<file path="src/rtl/wcf_pkg.sv">
// Shared types, codes and defaults for the word concatenation finder.
package wcf_pkg;

  // Default sizes handed to the top level parameters
  localparam int unsigned MAX_WORD_LEN_DEF    = 16;
  localparam int unsigned MAX_WORDS_DEF       = 16;
  localparam int unsigned TEXT_INDEX_BITS_DEF = 16;

  // Fixed field widths
  localparam int unsigned CFG_W   = 5;
  localparam int unsigned REQ_W   = 2;
  localparam int unsigned CHAR_W  = 8;
  localparam int unsigned MATCH_W = 16;

  // Request codes
  localparam logic [REQ_W-1:0] REQ_DICT    = 2'd0;
  localparam logic [REQ_W-1:0] REQ_TEXT    = 2'd1;
  localparam logic [REQ_W-1:0] REQ_RESTART = 2'd2;

  // Register indexes (byte address bit 2)
  localparam logic REG_WORD_LEN   = 1'b0;
  localparam logic REG_WORD_COUNT = 1'b1;

  typedef enum logic [3:0] {
    S_IDLE,
    S_PHASE,
    S_SRCH_RD,
    S_SRCH_CMP,
    S_DFIN,
    S_MISS,
    S_W_INIT,
    S_W_UPD,
    S_SH_HEAD,
    S_SH_OLD,
    S_SH_DEC,
    S_APPEND
  } state_e;

  // Controller to datapath
  typedef struct packed {
    logic accept;
    logic ph_sub;
    logic ph_step;
    logic srch_cmp;
    logic dict_fin;
    logic miss;
    logic w_init;
    logic w_inc;
    logic sh_cnt;
    logic sh_dec;
    logic append;
  } cmd_t;

  // Datapath to controller
  typedef struct packed {
    logic req_text;
    logic dict_end;
    logic ph_big;
    logic fill_short;
    logic srch_more;
    logic srch_eq;
    logic mode_dict;
    logic cnt_over;
    logic win_empty;
    logic old_is_id;
    logic out_blocked;
  } sts_t;

endpackage

</file>
<file path="src/rtl/wcf_ctrl.sv">
// Sequencing state machine of the word concatenation finder.
module wcf_ctrl (
  input  logic          clk_i,
  input  logic          rst_ni,
  input  logic          in_valid_i,
  output logic          in_stall_o,
  input  wcf_pkg::sts_t sts_i,
  output wcf_pkg::cmd_t cmd_o
);
  import wcf_pkg::*;

  state_e state_q, state_d;

  // State register
  always_ff @(posedge clk_i or negedge rst_ni) begin
    if (!rst_ni) begin
      state_q <= S_IDLE;
    end else begin
      state_q <= state_d;
    end
  end

  // Next state
  always_comb begin
    state_d = state_q;
    unique case (state_q)
      S_IDLE: begin
        if (in_valid_i) begin
          if (sts_i.req_text) begin
            state_d = S_PHASE;
          end else if (sts_i.dict_end) begin
            state_d = S_SRCH_RD;
          end
        end
      end
      S_PHASE: begin
        if (!sts_i.ph_big) begin
          state_d = sts_i.fill_short ? S_IDLE : S_SRCH_RD;
        end
      end
      S_SRCH_RD: begin
        if (sts_i.srch_more) begin
          state_d = S_SRCH_CMP;
        end else begin
          state_d = sts_i.mode_dict ? S_DFIN : S_MISS;
        end
      end
      S_SRCH_CMP: begin
        if (sts_i.srch_eq) begin
          state_d = sts_i.mode_dict ? S_DFIN : S_W_INIT;
        end else begin
          state_d = S_SRCH_RD;
        end
      end
      S_DFIN:    state_d = S_IDLE;
      S_MISS:    state_d = S_IDLE;
      S_W_INIT:  state_d = S_W_UPD;
      S_W_UPD:   state_d = sts_i.cnt_over ? S_SH_HEAD : S_APPEND;
      S_SH_HEAD: state_d = sts_i.win_empty ? S_APPEND : S_SH_OLD;
      S_SH_OLD:  state_d = S_SH_DEC;
      S_SH_DEC:  state_d = sts_i.old_is_id ? S_APPEND : S_SH_HEAD;
      S_APPEND: begin
        if (!sts_i.out_blocked) begin
          state_d = S_IDLE;
        end
      end
      default:   state_d = S_IDLE;
    endcase
  end

  // Commands
  always_comb begin
    cmd_o = '0;
    unique case (state_q)
      S_IDLE:     cmd_o.accept   = in_valid_i;
      S_PHASE: begin
        cmd_o.ph_sub  = sts_i.ph_big;
        cmd_o.ph_step = !sts_i.ph_big;
      end
      S_SRCH_CMP: cmd_o.srch_cmp = 1'b1;
      S_DFIN:     cmd_o.dict_fin = 1'b1;
      S_MISS:     cmd_o.miss     = 1'b1;
      S_W_INIT:   cmd_o.w_init   = 1'b1;
      S_W_UPD:    cmd_o.w_inc    = 1'b1;
      S_SH_OLD:   cmd_o.sh_cnt   = 1'b1;
      S_SH_DEC:   cmd_o.sh_dec   = 1'b1;
      S_APPEND:   cmd_o.append   = !sts_i.out_blocked;
      default:    cmd_o = '0;
    endcase
  end

  assign in_stall_o = (state_q != S_IDLE);

endmodule

</file>
<file path="config.mk">
export PLATFORM = sky130hd
export DESIGN_NAME = wcf_ctrl
export DESIGN_NICKNAME = d
export VERILOG_FILES = /design/src/rtl/wcf_pkg.sv /design/src/rtl/wcf_ctrl.sv
export SDC_FILE = /design/constraint.sdc
export NUM_CORES = 1
export LEC_CHECK = 0
export ABC_AREA = 1
export BUFFER_PORTS_ARGS = -buffer_cell sky130_fd_sc_hd__buf_2
export CAP_MARGIN = 20
export CORE_AREA = 2 2 39 41
export CTS_BUF_LIST = sky130_fd_sc_hd__clkbuf_8 sky130_fd_sc_hd__clkbuf_16
export CTS_CLUSTER_SIZE = 8
export DETAILED_ROUTE_END_ITERATION = 12
export DIE_AREA = 0 0 41 43
export PLACE_DENSITY = 0.71
export SLEW_MARGIN = 20
export SYNTH_ARGS = -nofsm -noshare
export SYNTH_HDL_FRONTEND = slang
export SYNTH_SLANG_ARGS = --single-unit
export TNS_END_PERCENT = 20
</file>
<file path="constraint.sdc">
create_clock -name clk_i -period 2.45 [get_ports clk_i]
set_input_delay 0.245 -clock clk_i [delete_from_list [all_inputs] [get_ports clk_i]]
set_output_delay 0.245 -clock clk_i [all_outputs]
set_load 0.01 [all_outputs]
</file>
==> results.ini <==
[run_status]
outcome=completed

[global_routing]
first_global_vias=533
globalRouteTotalUtil=0.1782
grt_overflow=0
grt_antenna_before_repair=0
maximum_number_of_pins_on_one_net_before_global_route_repair=9
groute.layer.met2.usage=0.2969
use_met3=0.04712
top_usage_layer=met2
global_route.usage.met1=0.2078
wire_length_of_the_first_global_routing_pass_um=2125

[logic_synthesis]
yosys.area_share.adder=0
synth-warning-count=0
synthDominantAreaCellType=sky130_fd_sc_hd__dfrtp_1
yosys.area_share.xor_xnor=0
synth_compound_area_frac=0.07670
synth_cell_type_count=15
syn_nets=91
synth_top_cells_by_area=sky130_fd_sc_hd__dfrtp_1 24%, sky130_fd_sc_hd__nand2_1 17%, sky130_fd_sc_hd__nand3_1 15%, sky130_fd_sc_hd__inv_1 12%, sky130_fd_sc_hd__nor2_1 11%
post-synth-top-area-fraction=0.2360
syn-cell-area_um2=424.2
muxShareOfSynthArea=0
largest_family_of_logic_cells_by_synthesized_area=simple AND/OR/NAND/NOR gates
postSynthRegisterBits=4
synth.yosys.seq_area_share=0.2360
synth_simple_gate_area_frac=0.5546
syn_avg_cell_area_um2=5.509
netlist_instances=77

[clock_tree]
cts_htree_levels=1
cts_post_setup_buffers_inserted=0
cts_buffers=3
cts_root_buf=sky130_fd_sc_hd__clkbuf_8
clock-sinks=4
cts-resized-gates=0
max-clock-path-buffers=2
worst_setup_hold_path_clk_slew_ps=30
clock_tree_from_tritoncts=yes
clk-insertion-delay-late_ps=220

[final_layout]
final_net_count=122
finalCoreUtilization=0.4485
registers.top_by_ff_count=state_q
finish.cell_count_without_fillers=122
stdcell_area_um2=620.6
antenna_cells_inserted=0
largest_registers=state_q (4)
most-common-layout-cells=25 x sky130_fd_sc_hd__buf_2, 19 x sky130_fd_sc_hd__nand2_1, 14 x sky130_fd_sc_hd__inv_1, 13 x sky130_fd_sc_hd__nand3_1, 12 x sky130_fd_sc_hd__nor2_1
layout_commonest_cell=sky130_fd_sc_hd__buf_2
largest_register_ffs=4
post_route_cells_drive_above_1_share=0.3302
fill_cells=157
area_delta_synth_final_pct=46.31

[placed_design]
placed_cells=118
detailedPlacementHpwl_um=1090
numPortBuffers=25
gpl.final_weighted_congestion=0.8304
dpl-instance-area_um2=569.3

[sta]
period_minus_slack_ps=1537
hold_violations=0
rsz_0062_raised_after_global_routing=no
tightest_slew_ps=332.0
final_max_slew_viol_count=0
setup_total_negative_slack_ps=0
fin_crit_sh=0.6272
max_clock_freq_ghz=0.6508
holdWs_ps=317.6
relSlewSlack=0.7752
report.final.setup_viol=0
clock-skew-final_ps=6.009

[flow_run]
maxCapViolations=0

[hold_path]
min_delay_worst_endpoint=state_q[2]
hold_class=primary input to flop
min_delay_path_depth=3
hold_path_startpoint=sts_i[5]

[detailed_routing]
via_per_inst=4.639
detail_route.wl_per_cell_um=10.56
vias=566
drtAntennaViolNets=0
drtPass1Iterations=4
post-route-drc-count=0
wl_um=1288
dr.first_iter.drc_count=8

[setup_path]
worst-endpoint-required_ps=2200
timing.reg2reg.worst_path_depth=6
critical_setup_path_kind=flop to primary output
critical_path.startpoint_type=flop
crit_chain=nor2_2, nand2_1, nor2_1, buf_2
r2r_slack_ps=1140
crit_arrival_ps=1290
cp_slowest_stage_delay_ps=390
cp_slowest_cell=sky130_fd_sc_hd__dfrtp_1
worst_r2r_endpoint=state_q[0]
worstReg2RegStart=state_q[3]
endpoint_kind=primary output
worst-path-max-fanout=8

[die]
core_region_area_um2=1384
initial_core_utilization=0.3065
die_area_um2=1763
io-pin-count=26
die_h_um=43
std_cell_rows=14
floorplan.die.width_um=41

[pwr]
vdd_ir_drop_max_mv=0.4594
cellLeakagePower_uw=0.0004065
power.density_nw_per_um2=1140

[final cells by class]
| class | instances | area (um^2) | area share |
|---|---|---|---|
| multi-input combinational | 58 | 267.8 | 0.4315 |
| sequential | 4 | 100.1 | 0.1613 |
| timing repair buffer | 26 | 135.1 | 0.2177 |
| inverter | 15 | 56.30 | 0.09073 |
| clock buffer | 3 | 41.29 | 0.06653 |
| tap | 16 | 20.02 | 0.03226 |
[cells in the mapped netlist]
| library cell | n |
|---|---|
| sky130_fd_sc_hd__o21ai_1 | 1 |
| sky130_fd_sc_hd__nor2_1 | 12 |
| sky130_fd_sc_hd__nand2_1 | 19 |
| sky130_fd_sc_hd__inv_1 | 14 |
| sky130_fd_sc_hd__nor3_1 | 3 |
| sky130_fd_sc_hd__o21ai_0 | 1 |
| sky130_fd_sc_hd__nand2_2 | 1 |
| sky130_fd_sc_hd__dfrtp_1 | 4 |
| sky130_fd_sc_hd__o311ai_1 | 1 |
| sky130_fd_sc_hd__nor2_2 | 4 |
| sky130_fd_sc_hd__nand3b_1 | 1 |
| sky130_fd_sc_hd__o21ai_2 | 1 |
| sky130_fd_sc_hd__inv_2 | 1 |
| sky130_fd_sc_hd__a21oi_1 | 1 |
| sky130_fd_sc_hd__nand3_1 | 13 |
[critical path: cells and delay by family (launching register included)]
| family | cells | cell delay (ps) |
|---|---|---|
| simple gates | 3 | 550 |
| flops | 1 | 390 |
| buf+inv | 1 | 130 |
[power by group]
part | switching [uW] | internal (uW) | leakage [uW]
Sequential | 44.7 | 96.6 | 0.0000527
Clock | 35.6 | 105 | 0.0000216
Combinational | 278 | 147 | 0.000332
Total | 358 | 349 | 0.000406
[routing by layer]
layer | share of wire | routed length (um) | up-vias
met2 | 0.50 | 646 | 22
met1 | 0.43 | 551 | 236
met3 | 0.056 | 72 | 5
li1 | - | - | 303
met4 | 0.014 | 18 | 0
met5 | 0 | 0 | -
[through the flow]
stage               worst slack [ps]  total power, uW
global placement                1162            555.2
CTS                            912.3            712.9
finish                         913.4            707.2
floorplan                       1229            435.8
global route                   797.6            784.0
detailed placement              1133            570.5
[kinds of logic after synthesis]
group                  Yosys count
AO/OA/AOI/OAI                    5
buffers and inverters           15
flip-flops                       4
AND/OR/NAND/NOR                 53
[worst max path at each step]
stage	end	cells past startpoint	slack [ps]	from
after floorplan	cmd_o[10]	3	1230	state_q[3]
after global placement	cmd_o[4]	5	1160	state_q[1]
after detailed placement	state_q[0]	6	1130	state_q[3]
after CTS	cmd_o[10]	4	910	state_q[3]
after global routing	cmd_o[0]	5	800	state_q[3]
final	cmd_o[10]	4	910	state_q[3]
[what timing repair did]
action,CTS,global route
hold buffers,1,0
hold endpoints to repair,4,0
setup endpoints to repair,0,0
No activity file was read; power rests on OpenSTA's default activity.
